[config.mk]
export PLATFORM = sky130hd
export DESIGN_NAME = pattern_step_sequencer_unit
export DESIGN_NICKNAME = d
export VERILOG_FILES = /design/src/hdl/psseq_pkg.sv /design/src/hdl/psseq_front.sv /design/src/hdl/psseq_queue.sv /design/src/hdl/psseq_back.sv /design/src/hdl/pattern_step_sequencer_unit.sv
export SDC_FILE = /design/constraint.sdc
export NUM_CORES = 1
export LEC_CHECK = 0
export ABC_AREA = 0
export BUFFER_PORTS_ARGS = -buffer_cell sky130_fd_sc_hd__clkbuf_2
export CORE_MARGIN = 2
export CORE_UTILIZATION = 40
export DETAILED_ROUTE_END_ITERATION = 10
export SLEW_MARGIN = 10
export SYNTH_ARGS = -nofsm -noshare
export SYNTH_HDL_FRONTEND = slang
export SYNTH_SLANG_ARGS = --single-unit
export TNS_END_PERCENT = 10
[constraint.sdc]
create_clock -name clk -period 14.4 [get_ports clk]
set_clock_uncertainty 0.1 [all_clocks]
set_input_delay 2.88 -clock clk [delete_from_list [all_inputs] [get_ports clk]]
set_output_delay 2.88 -clock clk [all_outputs]
set_load 0.01 [all_outputs]
[src/hdl/psseq_pkg.sv]
// shared types, constants and helper functions of the pattern step sequencer
package psseq_pkg;

	// fixed field widths
	localparam int unsigned PERIOD_W  = 10;
	localparam int unsigned INCR_W    = 8;
	localparam int unsigned MODES_W   = 12;
	localparam int unsigned PATTERN_W = 48;
	localparam int unsigned ACC_W     = 16;
	localparam int unsigned POS_W     = 4;
	localparam int unsigned CMD_W     = 8;
	localparam int unsigned CODE_W    = 4;
	localparam int unsigned VIDX_W    = 3;
	localparam int unsigned CFG_IDX_W = 3;
	localparam int unsigned LANE_W    = 16;

	// default sizes handed to the top level
	localparam int unsigned VOICE_COUNT_DEF = 6;
	localparam int unsigned STEP_COUNT_DEF  = 16;

	// depth of the queue between front and back
	localparam int unsigned QUEUE_DEPTH = 2;
	localparam int unsigned QPTR_W      = (QUEUE_DEPTH > 1) ? $clog2(QUEUE_DEPTH) : 1;
	localparam int unsigned QCNT_W      = $clog2(QUEUE_DEPTH + 1);

	// register indexes
	localparam logic [CFG_IDX_W-1:0] REG_STEP_PERIOD    = 3'd0;
	localparam logic [CFG_IDX_W-1:0] REG_TICK_INCREMENT = 3'd1;
	localparam logic [CFG_IDX_W-1:0] REG_CHANNEL_MODES  = 3'd2;
	localparam logic [CFG_IDX_W-1:0] REG_PATTERNS_LO    = 3'd3;
	localparam logic [CFG_IDX_W-1:0] REG_PATTERNS_HI    = 3'd4;

	// register reset values
	localparam logic [PERIOD_W-1:0]  RST_STEP_PERIOD    = 10'd32;
	localparam logic [INCR_W-1:0]    RST_TICK_INCREMENT = 8'd2;
	localparam logic [MODES_W-1:0]   RST_CHANNEL_MODES  = 12'd1365;

	// voice modes
	localparam logic [1:0] MODE_SILENT  = 2'd0;
	localparam logic [1:0] MODE_PATTERN = 2'd1;

	// high nibble of a key command
	localparam logic [CODE_W-1:0] SLOT_RELEASE = 4'h0;
	localparam logic [CODE_W-1:0] SLOT_STRIKE  = 4'hF;

	// voice settings used by the back part
	typedef struct packed {
		logic [MODES_W-1:0]   modes;
		logic [PATTERN_W-1:0] patterns_lo;
		logic [PATTERN_W-1:0] patterns_hi;
	} voice_cfg_t;

	// back part status
	typedef struct packed {
		logic busy;
		logic strike_pending;
	} back_status_t;

	// key register channel code of a voice
	function automatic logic [CODE_W-1:0] voice_code(input logic [VIDX_W-1:0] voice);
		logic [CODE_W-1:0] code;
		unique case (voice)
			3'd0:    code = 4'd0;
			3'd1:    code = 4'd1;
			3'd2:    code = 4'd2;
			3'd3:    code = 4'd4;
			3'd4:    code = 4'd5;
			3'd5:    code = 4'd6;
			default: code = 4'd0;
		endcase
		return code;
	endfunction

	// step mask bit of a voice at a position
	function automatic logic pattern_bit(input voice_cfg_t cfg,
		input logic [VIDX_W-1:0] voice, input logic [POS_W-1:0] pos);
		logic [PATTERN_W-1:0] word;
		logic [LANE_W-1:0]    lane;
		word = (voice < 3'd3) ? cfg.patterns_lo : cfg.patterns_hi;
		unique case (voice)
			3'd0, 3'd3: lane = word[0 +: LANE_W];
			3'd1, 3'd4: lane = word[LANE_W +: LANE_W];
			3'd2, 3'd5: lane = word[2*LANE_W +: LANE_W];
			default:    lane = '0;
		endcase
		return lane[pos];
	endfunction

endpackage

[src/hdl/psseq_front.sv]
// front part: tick accumulator, step detection and position counter
module psseq_front import psseq_pkg::*; #(
	parameter int unsigned STEP_COUNT = STEP_COUNT_DEF
) (
	input  logic                clk,
	input  logic                arst_n,
	input  logic                take,
	input  logic                advance,
	input  logic [PERIOD_W-1:0] step_period,
	input  logic [INCR_W-1:0]   tick_increment,
	output logic                enq,
	output logic [POS_W-1:0]    enq_pos
);

	logic [ACC_W-1:0] acc_q;
	logic [POS_W-1:0] pos_q;
	logic [ACC_W:0]   sum;
	logic [ACC_W-1:0] sat;
	logic             hit;
	logic [POS_W-1:0] pos_next;

	// saturating add and threshold compare
	always_comb begin
		sum      = {1'b0, acc_q} + (ACC_W + 1)'(tick_increment);
		sat      = sum[ACC_W] ? {ACC_W{1'b1}} : sum[ACC_W-1:0];
		hit      = sat >= ACC_W'(step_period);
		pos_next = (pos_q == POS_W'(STEP_COUNT - 1)) ? '0 : pos_q + 1'b1;
		enq      = take && advance && hit;
		enq_pos  = pos_next;
	end

	// accumulator and position
	always_ff @(posedge clk or negedge arst_n) begin
		if (!arst_n) begin
			acc_q <= '0;
			pos_q <= '0;
		end else if (take && advance) begin
			if (hit) begin
				acc_q <= sat - ACC_W'(step_period);
				pos_q <= pos_next;
			end else begin
				acc_q <= sat;
			end
		end
	end

endmodule

[src/hdl/psseq_queue.sv]
// short queue of step positions between front and back
module psseq_queue import psseq_pkg::*; (
	input  logic              clk,
	input  logic              arst_n,
	input  logic              wr,
	input  logic [POS_W-1:0]  wr_data,
	input  logic              rd,
	output logic [POS_W-1:0]  rd_data,
	output logic              full,
	output logic              avail,
	output logic [QCNT_W-1:0] count
);

	logic [POS_W-1:0]  slot_q [QUEUE_DEPTH];
	logic [QPTR_W-1:0] wptr_q;
	logic [QPTR_W-1:0] rptr_q;
	logic [QCNT_W-1:0] count_q;

	assign full    = count_q == QCNT_W'(QUEUE_DEPTH);
	assign avail   = count_q != '0;
	assign count   = count_q;
	assign rd_data = slot_q[rptr_q];

	// storage
	always_ff @(posedge clk) begin
		if (wr) begin
			slot_q[wptr_q] <= wr_data;
		end
	end

	// pointers and fill count
	always_ff @(posedge clk or negedge arst_n) begin
		if (!arst_n) begin
			wptr_q  <= '0;
			rptr_q  <= '0;
			count_q <= '0;
		end else begin
			if (wr) begin
				wptr_q <= (wptr_q == QPTR_W'(QUEUE_DEPTH - 1)) ? '0 : wptr_q + 1'b1;
			end
			if (rd) begin
				rptr_q <= (rptr_q == QPTR_W'(QUEUE_DEPTH - 1)) ? '0 : rptr_q + 1'b1;
			end
			if (wr && !rd) begin
				count_q <= count_q + 1'b1;
			end else if (rd && !wr) begin
				count_q <= count_q - 1'b1;
			end
		end
	end

endmodule

[src/hdl/psseq_back.sv]
// back part: voice walk, key state and result register
module psseq_back import psseq_pkg::*; #(
	parameter int unsigned VOICE_COUNT = VOICE_COUNT_DEF,
	localparam int unsigned VOICE_W = (VOICE_COUNT > 1) ? $clog2(VOICE_COUNT) : 1
) (
	input  logic               clk,
	input  logic               arst_n,
	input  voice_cfg_t         cfg,
	input  logic               job_avail,
	input  logic [POS_W-1:0]   job_pos,
	output logic               job_take,
	input  logic               pop,
	output logic               empty,
	output logic [CMD_W-1:0]   key_command,
	output logic               last_of_run,
	output back_status_t       status,
	output logic [VOICE_W-1:0] voice
);

	logic                   busy_q;
	logic                   phase_q;
	logic [VOICE_W-1:0]     voice_q;
	logic [POS_W-1:0]       pos_q;
	logic [VOICE_COUNT-1:0] held_q;
	logic                   out_valid_q;
	logic [CMD_W-1:0]       cmd_q;
	logic                   last_q;

	logic [VOICE_COUNT-1:0] emits;
	logic                   later;
	logic [1:0]             mode;
	logic                   held;
	logic                   pat;
	logic [CODE_W-1:0]      code;
	logic                   emit;
	logic                   strike;
	logic                   last;
	logic                   next_phase;
	logic                   held_next;
	logic                   space;
	logic                   go;

	// which voices of this step give a command, and whether one follows the current voice
	always_comb begin
		logic [1:0] m;
		later = 1'b0;
		for (int i = 0; i < VOICE_COUNT; i++) begin
			m = cfg.modes[2*i +: 2];
			if (m == MODE_SILENT) begin
				emits[i] = held_q[i];
			end else if (m == MODE_PATTERN) begin
				emits[i] = 1'b1;
			end else begin
				emits[i] = !held_q[i];
			end
			if (emits[i] && (VOICE_W'(i) > voice_q)) begin
				later = 1'b1;
			end
		end
	end

	// action of the current voice
	always_comb begin
		mode       = cfg.modes[{voice_q, 1'b0} +: 2];
		held       = held_q[voice_q];
		pat        = pattern_bit(cfg, VIDX_W'(voice_q), pos_q);
		code       = voice_code(VIDX_W'(voice_q));
		emit       = 1'b0;
		strike     = 1'b0;
		last       = !later;
		next_phase = 1'b0;
		held_next  = held;
		if (phase_q) begin
			emit      = 1'b1;
			strike    = 1'b1;
			held_next = 1'b1;
		end else begin
			unique case (mode)
				MODE_SILENT: begin
					emit      = held;
					held_next = 1'b0;
				end
				MODE_PATTERN: begin
					emit       = 1'b1;
					held_next  = 1'b0;
					next_phase = pat;
					last       = !later && !pat;
				end
				default: begin
					emit      = !held;
					strike    = 1'b1;
					held_next = 1'b1;
				end
			endcase
		end
		space    = !out_valid_q || pop;
		go       = busy_q && (!emit || space);
		job_take = !busy_q && job_avail;
	end

	// walk control and key state
	always_ff @(posedge clk or negedge arst_n) begin
		if (!arst_n) begin
			busy_q  <= 1'b0;
			phase_q <= 1'b0;
			voice_q <= '0;
			held_q  <= '0;
		end else if (job_take) begin
			busy_q  <= 1'b1;
			phase_q <= 1'b0;
			voice_q <= '0;
		end else if (go) begin
			held_q[voice_q] <= held_next;
			phase_q         <= next_phase;
			if (!next_phase) begin
				if (voice_q == VOICE_W'(VOICE_COUNT - 1)) begin
					busy_q  <= 1'b0;
					voice_q <= '0;
				end else begin
					voice_q <= voice_q + 1'b1;
				end
			end
		end
	end

	// step position of the job being walked
	always_ff @(posedge clk) begin
		if (job_take) begin
			pos_q <= job_pos;
		end
	end

	// result register valid
	always_ff @(posedge clk or negedge arst_n) begin
		if (!arst_n) begin
			out_valid_q <= 1'b0;
		end else if (go && emit) begin
			out_valid_q <= 1'b1;
		end else if (pop) begin
			out_valid_q <= 1'b0;
		end
	end

	// result register payload
	always_ff @(posedge clk) begin
		if (go && emit) begin
			cmd_q  <= {strike ? SLOT_STRIKE : SLOT_RELEASE, code};
			last_q <= last;
		end
	end

	assign empty                 = !out_valid_q;
	assign key_command           = cmd_q;
	assign last_of_run           = last_q;
	assign status.busy           = busy_q;
	assign status.strike_pending = phase_q;
	assign voice                 = voice_q;

endmodule

[src/hdl/pattern_step_sequencer_unit.sv]
// top level of the pattern step sequencer: configuration registers and part wiring
//
// channel   | handshake              | payload
// ----------+------------------------+------------------------------
// tick in   | push / full            | advance
// command   | empty / pop            | key_command, last_of_run
// config    | cfg_valid / cfg_ready  | cfg_index, cfg_data
//
// A tick is taken whenever the two-entry step queue has room.
// A stepping tick has the back part load the step, then walk every voice in turn,
// with an extra strike phase for each pattern voice that strikes; the walk gives
// at most one command a cycle while the result register has room.
// Reset clears accumulator, position, key state and restores register defaults.
// A full result register stalls the walk; a full step queue raises full.
module pattern_step_sequencer_unit import psseq_pkg::*; #(
	parameter int unsigned VOICE_COUNT = VOICE_COUNT_DEF,
	parameter int unsigned STEP_COUNT  = STEP_COUNT_DEF
) (
	input  logic                 clk,
	input  logic                 arst_n,
	input  logic                 push,
	output logic                 full,
	input  logic                 advance,
	output logic                 empty,
	input  logic                 pop,
	output logic [CMD_W-1:0]     key_command,
	output logic                 last_of_run,
	input  logic                 cfg_valid,
	output logic                 cfg_ready,
	input  logic [CFG_IDX_W-1:0] cfg_index,
	input  logic [PATTERN_W-1:0] cfg_data
);

	localparam int unsigned VOICE_W = (VOICE_COUNT > 1) ? $clog2(VOICE_COUNT) : 1;

	logic [PERIOD_W-1:0]  step_period_q;
	logic [INCR_W-1:0]    tick_increment_q;
	logic [MODES_W-1:0]   modes_q;
	logic [PATTERN_W-1:0] patterns_lo_q;
	logic [PATTERN_W-1:0] patterns_hi_q;
	voice_cfg_t           vcfg;

	logic                 take;
	logic                 enq;
	logic [POS_W-1:0]     enq_pos;
	logic                 job_avail;
	logic                 job_take;
	logic [POS_W-1:0]     job_pos;
	logic [QCNT_W-1:0]    q_count;
	back_status_t         bstat;
	logic [VOICE_W-1:0]   voice;
	logic                 pop_ok;

	assign cfg_ready = 1'b1;
	assign take      = push && !full;
	assign pop_ok    = pop && !empty;

	// configuration registers
	always_ff @(posedge clk or negedge arst_n) begin
		if (!arst_n) begin
			step_period_q    <= RST_STEP_PERIOD;
			tick_increment_q <= RST_TICK_INCREMENT;
			modes_q          <= RST_CHANNEL_MODES;
			patterns_lo_q    <= '0;
			patterns_hi_q    <= '0;
		end else if (cfg_valid && cfg_ready) begin
			unique case (cfg_index)
				REG_STEP_PERIOD:    step_period_q    <= cfg_data[PERIOD_W-1:0];
				REG_TICK_INCREMENT: tick_increment_q <= cfg_data[INCR_W-1:0];
				REG_CHANNEL_MODES:  modes_q          <= cfg_data[MODES_W-1:0];
				REG_PATTERNS_LO:    patterns_lo_q    <= cfg_data;
				REG_PATTERNS_HI:    patterns_hi_q    <= cfg_data;
				default: ;
			endcase
		end
	end

	assign vcfg.modes       = modes_q;
	assign vcfg.patterns_lo = patterns_lo_q;
	assign vcfg.patterns_hi = patterns_hi_q;

	psseq_front #(
		.STEP_COUNT(STEP_COUNT)
	) u_front (
		.clk            (clk),
		.arst_n         (arst_n),
		.take           (take),
		.advance        (advance),
		.step_period    (step_period_q),
		.tick_increment (tick_increment_q),
		.enq            (enq),
		.enq_pos        (enq_pos)
	);

	psseq_queue u_queue (
		.clk     (clk),
		.arst_n  (arst_n),
		.wr      (enq),
		.wr_data (enq_pos),
		.rd      (job_take),
		.rd_data (job_pos),
		.full    (full),
		.avail   (job_avail),
		.count   (q_count)
	);

	psseq_back #(
		.VOICE_COUNT(VOICE_COUNT)
	) u_back (
		.clk         (clk),
		.arst_n      (arst_n),
		.cfg         (vcfg),
		.job_avail   (job_avail),
		.job_pos     (job_pos),
		.job_take    (job_take),
		.pop         (pop_ok),
		.empty       (empty),
		.key_command (key_command),
		.last_of_run (last_of_run),
		.status      (bstat),
		.voice       (voice)
	);

`ifndef SYNTHESIS
	// queue never holds more than its depth
	a_queue_bound: assert property (@(posedge clk) disable iff (!arst_n)
		q_count <= QCNT_W'(QUEUE_DEPTH))
		else $error("step queue overfilled");

	// walk index stays within the voices while busy
	a_voice_range: assert property (@(posedge clk) disable iff (!arst_n)
		bstat.busy |-> (voice <= VOICE_W'(VOICE_COUNT - 1)))
		else $error("voice index out of range");

	// an idle back part has no walk state left over
	a_idle_clean: assert property (@(posedge clk) disable iff (!arst_n)
		!bstat.busy |-> (voice == '0 && !bstat.strike_pending))
		else $error("idle back part holds walk state");

	// a queued step is picked up at once by an idle back part
	a_pickup: assert property (@(posedge clk) disable iff (!arst_n)
		(!bstat.busy && job_avail) |=> bstat.busy)
		else $error("queued step not started");
`endif

endmodule

Word-level counts from Yosys, hierarchy flattened
Memory sizes are Yosys's and may differ from the RTL's. A register that Yosys moved wholly into a read port is not among the register bits.
Cells that the tools add are included.
{"block": "totals", "regBits": 171, "output_inout_bits": 12, "wordCells": 177, "ram_bits": 8, "in_bits": 57, "memories": 1}
{"block": "classes", "n_addsub": 8, "reduce_logical": 61, "muxes": 58, "n_bitwise": 1, "magnitude_cmp": 11, "shift": 1, "n_eq_ne": 19}
{"name": "u_queue.slot_q", "depth": 2, "width": 4, "rd": 1, "rd_ports_with_merged_regs": 1, "write_ports": 1, "line_no": "psseq_queue.sv:14", "source": "logic [POS_W-1:0] slot_q [QUEUE_DEPTH];"}
{"operator": "$mux 48", "n": 1}
{"operator": "$pmux 16 s3", "n": 1}
{"operator": "$mux 1", "n": 40}
{"operator": "$mux 16", "n": 2}
{"operator": "$add 16x8->17", "n": 1}
{"operator": "$logic_and 1x1->1", "n": 17}
{"operator": "$ge 16x10->1", "n": 1}
{"operator": "$reduce_and 2->1", "n": 8}
{"operator": "$sub 16x10->16", "n": 1}
{"operator": "$logic_not 1->1", "n": 15}
{"operator": "$pmux 3 s5", "n": 1}
{"operator": "$eq 2x1->1 const B", "n": 7}
{"operator": "$logic_not 2->1", "n": 7}
{"operator": "$eq 3x2->1 const B", "n": 4}
{"operator": "$mux 3", "n": 4}
{"operator": "$shiftx 12x5->2", "n": 1}
{"operator": "$reduce_bool 2->1", "n": 5}
{"operator": "$eq 3x3->1 const B", "n": 3}
{"operator": "$mux 4", "n": 2}
{"operator": "$reduce_or 2->1", "n": 4}
{"operator": "$bwmux 6", "n": 1}
{"operator": "$eq 3x1->1 const B", "n": 2}
{"operator": "$gt 1x3->1 const A", "n": 2}
{"operator": "$gt 2x3->1 const A", "n": 2}
{"operator": "other kinds (22)", "n": 27}

Depth between registers and ports, before layout
Gate-level depths: netlist of the first run.
{"block": "logic_depth", "word_depth": 14, "depth_mapped": 22, "ltp_nobuf": 22}

Hierarchy
A second synthesis of the first run with hierarchy kept.
{"block": "unflattened", "hier_cells": 859, "area_unflattened_um2": 9833.2}
{"mod": "pattern_step_sequencer_unit", "cells_per_inst": 274, "seq_area_each_um2": 3163.0, "n_inst": 1, "area_each_um2": 4754.6}
{"mod": "psseq_back", "cells_per_inst": 279, "seq_area_each_um2": 570.5, "n_inst": 1, "area_each_um2": 2371.0}
{"mod": "psseq_front", "cells_per_inst": 278, "seq_area_each_um2": 500.5, "n_inst": 1, "area_each_um2": 2230.9}
{"mod": "psseq_queue", "cells_per_inst": 28, "seq_area_each_um2": 340.3, "n_inst": 1, "area_each_um2": 476.7}

Least setup slack after synthesis of the first run
Ideal clock, no wire load.
{"block": "synth_timing", "kind": "register to register", "from": "register tick_increment_q[0]", "to": "register u_queue.count_q[1], in the netlist u_queue.count[1]", "setup_ns": 0.079, "path_buffers": 0, "setup_slack_ns": 9.749, "path_stages_with_launch": 22, "arrival_ns": 4.472, "period_less_slack_ns": 4.651, "required_time_ns": 14.221, "path_cell_list": "dfrtp_1 ha_1 fa_1 a211oi_2 o21bai_2 o21ai_0 nor2_1 nor2_1 ha_1 inv_1 fa_1 a211o_1 a21oi_1 o21ai_0 o21a_1 a2111oi_4 o211ai_4 nand2_2 inv_2 ha_1 nor2_1 xor2_1"}
{"block": "synth_between", "elab_chain_len": 7, "word_cells_on_any_way": 9, "classes_between": "add/sub: 1; order compare: 1; mux: 2; reduce/logical: 5"}
{"element": "from (decl)", "line_no": "pattern_step_sequencer_unit.sv:37", "source": "logic [INCR_W-1:0] tick_increment_q;"}
{"element": "from (signal assigned)", "line_no": "pattern_step_sequencer_unit.sv:69", "source": "REG_TICK_INCREMENT: tick_increment_q <= cfg_data[INCR_W-1:0];"}
{"element": "$add 16x8->17 (*)", "line_no": "psseq_front.sv:24", "source": "sum = {1'b0, acc_q} + (ACC_W + 1)'(tick_increment);"}
{"element": "$mux 16 (*)", "line_no": "psseq_front.sv:25", "source": "sat = sum[ACC_W] ? {ACC_W{1'b1}} : sum[ACC_W-1:0];"}
{"element": "$ge 16x10->1 (*)", "line_no": "psseq_front.sv:26", "source": "hit = sat >= ACC_W'(step_period);"}
{"element": "$logic_and 1x1->1 (*)", "line_no": "psseq_front.sv:28", "source": "enq = take && advance && hit;"}
{"element": "$logic_not 1->1", "line_no": "psseq_queue.sv:46", "source": "end else if (rd && !wr) begin"}
{"element": "$logic_and 1x1->1", "line_no": "psseq_queue.sv:46"}
{"element": "$reduce_bool 2->1 (no source line)"}
{"element": "to (signal assigned)", "line_no": "psseq_queue.sv:45", "source": "count_q <= count_q + 1'b1;"}
{"element": "to (signal assigned)", "line_no": "psseq_queue.sv:47", "source": "count_q <= count_q - 1'b1;"}
{"element": "to (decl)", "line_no": "psseq_queue.sv:17", "source": "logic [QCNT_W-1:0] count_q;"}
Mark *: on every way between the ends. The rest lies on a longest branch, timed or not.
A chain may end at the register's enable or synchronous reset.

Worst setup path after layout of the first run
Same ends and word-level chain as after synthesis.

==> qor.yml, run 1 <==
grt_pass1_vias: 6605
gp_congestion: 0.898
overflow: 0
syn_area_sq_um: 9510
ys_seq_area_frac: 0.481
power_density_nw_per_um2: 216
synth_cell_types: 82
die_width_um: 158
cts_root_buf: "clkbuf_16"
synthCells: 872
dp_cells: 1223
setup-violations-final: 0
path_class: "flip-flop to flip-flop"
cts_tree: "done"
coreArea_sq_um: 23400
rows: 56
via_per_inst: 5.41
synthArstFlopShare: 0.905
area_growth_pct: 12.7
cp-start-kind: "flip-flop"
ys_ff_latch: 179
max_slew_margin: 0.331
clkPwrFrac: 0.201
fmax_mhz: 193
worst-path-max-fanout: 11
internal_power_uw: 1370
p_leak_uw: 0.00460
seqPwrFrac: 0.345
hpwl_um: 15700
cp.arrival_ns: 5.44
p_total_uw: 2320
wl_um: 22400
syn_avg_cell_area_sq_um: 10.9
reg2reg_to: "u_queue.count[1]$_DFFE_PN0P_"
crit_start: "tick_increment_q[0]$_DFFE_PN0P_"
drtIter0Drc: 337
drc: 0
cts_buffers: 17
endpoint_kind: "flip-flop"
slew_viol_final: 0
cp.required_ns: 14.65
first_pass_iters: 5
clk_pin_slew_ns: 0.07
synth_top_cell_area_share: 0.405
final.setup.worst_slack_ns: 9.21
num_io_pins: 69
via_count: 6785
fill_cells: 2281
worst_pin_slew_ns: 1.00
cts.repair_timing.setup_buffer_count: 0
hold_viol: 0
max_stage_delay_ns: 0.44
antenna_cells: 0
r2r_start: "tick_increment_q[0]$_DFFE_PN0P_"
cts.sinks: 179
synth_area_leader_cell: "dfrtp_1"
cts_hold_buf: 0
htree_levels: 4
p_switching_uw: 944
clk_latency_ns: 0.44
initial_core_util: 0.406
finalCritPeriodShare: 0.360
fin_nets: 1005
instances_no_fill: 1255
ant_nets: 0
port_buffers: 66
synthFlopType: "dfrtp_1"
drv_cap: 0
antenna_found_initial: 0
clock_path_buffers: 2
die-area_sq_um: 25000
outcome: "finished, final reports clean"
grt_pass1_wl_um: 35700
final_util: 0.458
cpMaxStageDelayCell: "fa_1"
synth_edf_count: 17
max-vdd-ir-drop_uv: 98.7
cp_cell_sequence: "ha_1 > fa_1 > a211oi_2 > o21bai_2 > o21ai_0 > nor2_1 > nor2_1 > ha_1 > inv_1 > fa_1 > a211o_1 > a21oi_1 > o21ai_0 > o21a_1 > a2111oi_4 > o211ai_4 > nand2_2 > inv_2 > ha_1 > xor2_1 > nor2_1 > xor2_1"
drive_above_1_share: 0.297
min_period_ns: 5.19
grt_max_degree: 70
hold_class: "flip-flop to flip-flop"
cts_resized: 0
place_ws_ns: 9.20
synth_area_leaders: "dfrtp_1, mux2_2, edfxtp_1"
syn_nets: 954
die_y_um: 158
crit_path_end: "u_queue.count[1]$_DFFE_PN0P_"
tns_ns: 0
grtUsageTotal: 0.187
rsz0062_at_grt: "false"
r2r_slack_ns: 9.21
combPwrFrac: 0.454
synth-warning-count: 0
switching_share: 0.408
ff2ff_path_depth: 22
wire_per_inst_um: 17.8
placed cells by master (no fill, tap or decap), drive strengths merged, types with 8 or more instances in the layout:
master / instances
nand4: 12
a211o: 9
a21oi: 44
nand2: 95
nand2b: 9
ha: 23
a21o: 17
buf: 14
xor2: 8
mux2i: 9
dfrtp: 154
edfxtp: 17
a31oi: 8
inv: 37
a221oi: 13
mux2: 133
nand3: 37
nor3: 13
o21ai: 49
clkbuf: 82
nor2: 37
xnor2: 15
dfstp: 8
synth_stat cells, drive strengths merged, types with 3 or more instances:
library cell  number
dfstp              8
nand3             37
ha                23
nor2              37
dfrtp            154
a211o              9
mux2i              9
edfxtp            17
a221o              5
mux2             133
o211ai             4
or2                6
and3               7
nor2b              4
a211oi             7
clkbuf            23
nand4             12
inv               29
buf               24
o21a               4
a21o              17
a21oi             44
nor3              13
o2111ai            3
xnor2             15
o21ai             49
xor2               8
and2               3
nand2             95
a31oi              8
a221oi            13
nor4               5
nand2b             9
worst max-delay path, delay by kind of cell (launching register included):
family	cells	cell delay, ns
AOI/OAI and AO/OA	9	2.23
adders and majority gates	5	1.43
and+or+nand+nor	4	0.55
DFF	1	0.38
xor gates and xnor gates	2	0.30
buffers and inverters	2	0.12
flip-flops by register name, indices dropped and copies added, names as in the netlist, 6 cells and up:
signal,flops
modes_q,12
u_queue.slot_q,8
patterns_hi_q,48
u_back.held_q,6
u_front.acc_q,16
tick_increment_q,8
patterns_lo_q,48
step_period_q,10
cell type report:
type / instances / area [sq um] / share of cell area
Clock buffer: 17 / 425 / 0.0397
Clock inverter: 15 / 161 / 0.0151
Inverter: 30 / 113 / 0.0105
Multi-Input combinational cell: 616 / 4610 / 0.430
Sequential cell: 179 / 4570 / 0.427
Tap cell: 319 / 399 / 0.0372
Timing Repair Buffer: 79 / 434 / 0.0405
power groups by stage:
| stage | logic, uW | clock network (uW) | registers (uW) |
|---|---|---|---|
| final | 1050 | 466 | 799 |
| after detailed placement | 1050 | 0 | 807 |
| after floorplan | 834 | 0 | 754 |
| after global placement | 1040 | 0 | 804 |
| after CTS | 1060 | 476 | 798 |
| after global routing | 1170 | 499 | 821 |
how the worst min path moves through the flow:
stage | startpoint | end | slack (ns) | cells after the start
finish | u_front.acc_q[7]$_DFFE_PN0P_ | u_front.acc_q[7]$_DFFE_PN0P_ | 0.38 | 2
global route | patterns_hi_q[11]$_DFFE_PN0P_ | patterns_hi_q[11]$_DFFE_PN0P_ | 0.42 | 1
CTS | u_front.acc_q[7]$_DFFE_PN0P_ | u_front.acc_q[7]$_DFFE_PN0P_ | 0.39 | 2
detailed placement | u_front.acc_q[7]$_DFFE_PN0P_ | u_front.acc_q[7]$_DFFE_PN0P_ | 0.38 | 2
global placement | u_front.acc_q[0]$_DFFE_PN0P_ | u_front.acc_q[0]$_DFFE_PN0P_ | 0.37 | 2
floorplan | u_front.acc_q[0]$_DFFE_PN0P_ | u_front.acc_q[0]$_DFFE_PN0P_ | 0.35 | 2
cells by family (layout without fill, tap and decap cells):
| family | count (synthesis) | count (layout) | synth area share |
|---|---|---|---|
| buffers and inverters | 77 | 141 | 0.0358 |
| other | 2 | 2 | 0.000790 |
| AND/OR/NAND/NOR | 240 | 240 | 0.122 |
| XOR/XNOR | 23 | 23 | 0.0212 |
| flip-flops | 179 | 179 | 0.481 |
| adder cells (fa/ha/maj) | 25 | 25 | 0.0345 |
| AO/OA/AOI/OAI | 182 | 182 | 0.133 |
| multiplexers | 144 | 144 | 0.172 |
layer usage:
layer	GRT usage	up-vias	wire [um]
li1	-	3262	-
met1	0.251	3359	10400
met2	0.309	137	10700
met3	0.0326	27	868
met4	0.0562	0	404
met5	0	-	0
metrics by stage:
step / cell area [sq um] / hold slack, ns
2_1_floorplan: 9510 / 0.354
5_1_grt: 10700 / 0.419
6_report: 10700 / 0.384
3_5_place_dp: 10100 / 0.379
4_1_cts: 10700 / 0.393
3_3_place_gp: 10100 / 0.371
(Power assumes the default switching activity.)
==> run 2, diff against run 1 <==
==> constraint.sdc (replaced) <==
create_clock -name clk -period 4.25 [get_ports clk]
set_clock_uncertainty 0.1 [all_clocks]
set_input_delay 0.85 -clock clk [delete_from_list [all_inputs] [get_ports clk]]
set_output_delay 0.85 -clock clk [all_outputs]
set_load 0.01 [all_outputs]
==> qor.yml, run 2 (synthesized netlist as in run 1, its figures left out) <==
hpwl_um: 16700  # +6.3%
die_width_um: 158  # unchanged
max_stage_delay_ns: 0.39  # -0.05 ns
first_pass_iters: 5  # unchanged
drc: 0  # unchanged
layout_common_cells: "dfrtp_1, mux2_2, nand2_1"
critPathMostFrequentCell: "buf_4"
p_total_uw: 8650  # +270%
reg2reg_to: "u_front.acc_q[11]$_DFFE_PN0P_"
hold_class: "primary input to asynchronous set/reset pin"
drv_cap: 0  # unchanged
area_growth_pct: 21.0
wl_um: 24200  # +8.0%
via_per_inst: 5.38  # -0.50%
final.setup.worst_slack_ns: -0.181  # -9.39 ns
r2r_slack_ns: -0.18  # -9.39 ns
clock_path_buffers: 2  # unchanged
clk_pin_slew_ns: 0.07  # about the same
cp.required_ns: 4.45  # -10.20 ns
place_ws_ns: -0.164  # -9.36 ns
gp_congestion: 0.853  # -5.0%
rsz0062_at_grt: "true"
grt_pass1_vias: 7110  # +7.6%
die-area_sq_um: 25000  # unchanged
hold_viol: 0  # unchanged
final_common_cell: "dfrtp_1"
htree_levels: 4  # unchanged
cp-start-kind: "flip-flop"
grt_pass1_wl_um: 38500  # +7.9%
max-vdd-ir-drop_uv: 547  # +450%
antenna_cells: 0  # unchanged
worst_pin_slew_ns: 0.862  # -0.139 ns
via_count: 7171  # +5.7%
worst-path-max-fanout: 2  # -9
antenna_found_initial: 0  # unchanged
path_class: "flip-flop to flip-flop"
port_buffers: 66  # unchanged
overflow: 0  # unchanged
outcome: "complete, but fails checks"
cts.sinks: 179  # unchanged
slew_viol_final: 0  # unchanged
ant_nets: 0  # unchanged
violations: "setup timing"
endpoint_kind: "flip-flop"
p_leak_uw: 0.00502  # +9.2%
crit_start: "u_front.acc_q[0]$_DFFE_PN0P_"
ff2ff_path_depth: 27  # +23%
max_slew_margin: 0.422  # +0.0914
hold_ws_ns: 0.375  # -0.00870 ns
cp.arrival_ns: 4.63  # -0.81 ns
setup-violations-final: 13  # +13
cts_tree: "done"
power_density_nw_per_um2: 752  # +250%
grtUsageTotal: 0.200  # +0.0129
crit_path_end: "u_front.acc_q[11]$_DFFE_PN0P_"
min_period_ns: 4.43  # -0.757 ns
clk_latency_ns: 0.43  # about the same
num_io_pins: 69  # unchanged
drive_above_1_share: 0.375  # +0.0777
reg_top3: "patterns_hi_q (48), patterns_lo_q (48), u_front.acc_q (16)"
initial_core_util: 0.406  # unchanged
grt_max_degree: 87  # +24%
cts_root_buf: "clkbuf_16"
drtIter0Drc: 484  # +44%
finalCritPeriodShare: 1.04  # +0.682
fmax_mhz: 226  # +17%
r2r_start: "u_front.acc_q[0]$_DFFE_PN0P_"
cpMaxStageDelayCell: "dfrtp_1"
fin_nets: 1084  # +7.9%
wire_per_inst_um: 18.1  # +1.7%
rows: 56  # unchanged
die_y_um: 158  # unchanged
cts_buffers: 17  # unchanged
coreArea_sq_um: 23400  # unchanged
[run 2: critical path, delay by kind of cell, from the launching register on]
| family | cells | cell delay [ns] |
|---|---|---|
| compound gates | 6 | 0.84 |
| simple gates | 2 | 0.29 |
| buf+inv | 17 | 2.14 |
| flops | 1 | 0.39 |
| fa+ha+maj | 2 | 0.57 |
[run 2: worst min-delay path by stage]
stage | startpoint | end | slack (ns) | cells after the start
after CTS | u_queue.wptr_q$_DFFE_PN0N_ | u_queue.wptr_q$_DFFE_PN0N_ | 0.39 | 1
after global routing | patterns_lo_q[27]$_DFFE_PN0P_ | patterns_lo_q[27]$_DFFE_PN0P_ | 0.42 | 1
final | arst_n | patterns_hi_q[38]$_DFFE_PN0P_ | 0.38 | 1
after detailed placement | u_front.acc_q[7]$_DFFE_PN0P_ | u_front.acc_q[7]$_DFFE_PN0P_ | 0.38 | 2
after global placement | u_front.acc_q[7]$_DFFE_PN0P_ | u_front.acc_q[7]$_DFFE_PN0P_ | 0.38 | 2
after floorplan | u_front.acc_q[2]$_DFFE_PN0P_ | u_front.acc_q[2]$_DFFE_PN0P_ | 0.35 | 2
[run 2: area by class of cell]
type                            instances  area (sq um)
Fill cell                            2199         11900
Multi-Input combinational cell        616          4740
Sequential cell                       179          4570
Timing Repair Buffer                  158          1080
Clock buffer                           20           458
Tap cell                              319           399
Clock inverter                         11           139
Inverter                               30           113
[run 2: where the power goes]
| part | switching (uW) | leakage (uW) | total, uW | internal (uW) |
|---|---|---|---|---|
| sequential | 385 | 0.00209 | 2670 | 2280 |
| clock | 700 | 0.000291 | 1620 | 916 |
| combinational | 2310 | 0.00264 | 4370 | 2070 |
[run 2: per-stage QoR]
| step | area (sq um) | util | TNS [ns] | std cells |
|---|---|---|---|---|
| global route | 11500 | 0.491 | -5.01 | 1333 |
| global placement | 10600 | 0.452 | -0.533 | 1274 |
| floorplan | 9540 | - | -0.153 | 872 |
| CTS | 11400 | 0.485 | -0.0744 | 1329 |
| finish | 11500 | 0.491 | -1.13 | 1333 |
| detailed placement | 10600 | 0.452 | -1.66 | 1274 |
[run 2: repair_timing]
item | in CTS | in global routing
hold buffers | 0 | 0
cloned | 0 | 1
setup buffers | 24 | 3
resized for setup | 4 | 27
endpoints found under the hold margin | 0 | 0
endpoints found under the setup margin | 20 | 29
pin swaps | 2 | 3
[run 2: metal layers]
layer	track usage	part of all wire
met5	0	0
met4	0.0502	0.018
met3	0.0350	0.037
met2	0.338	0.48
met1	0.266	0.47
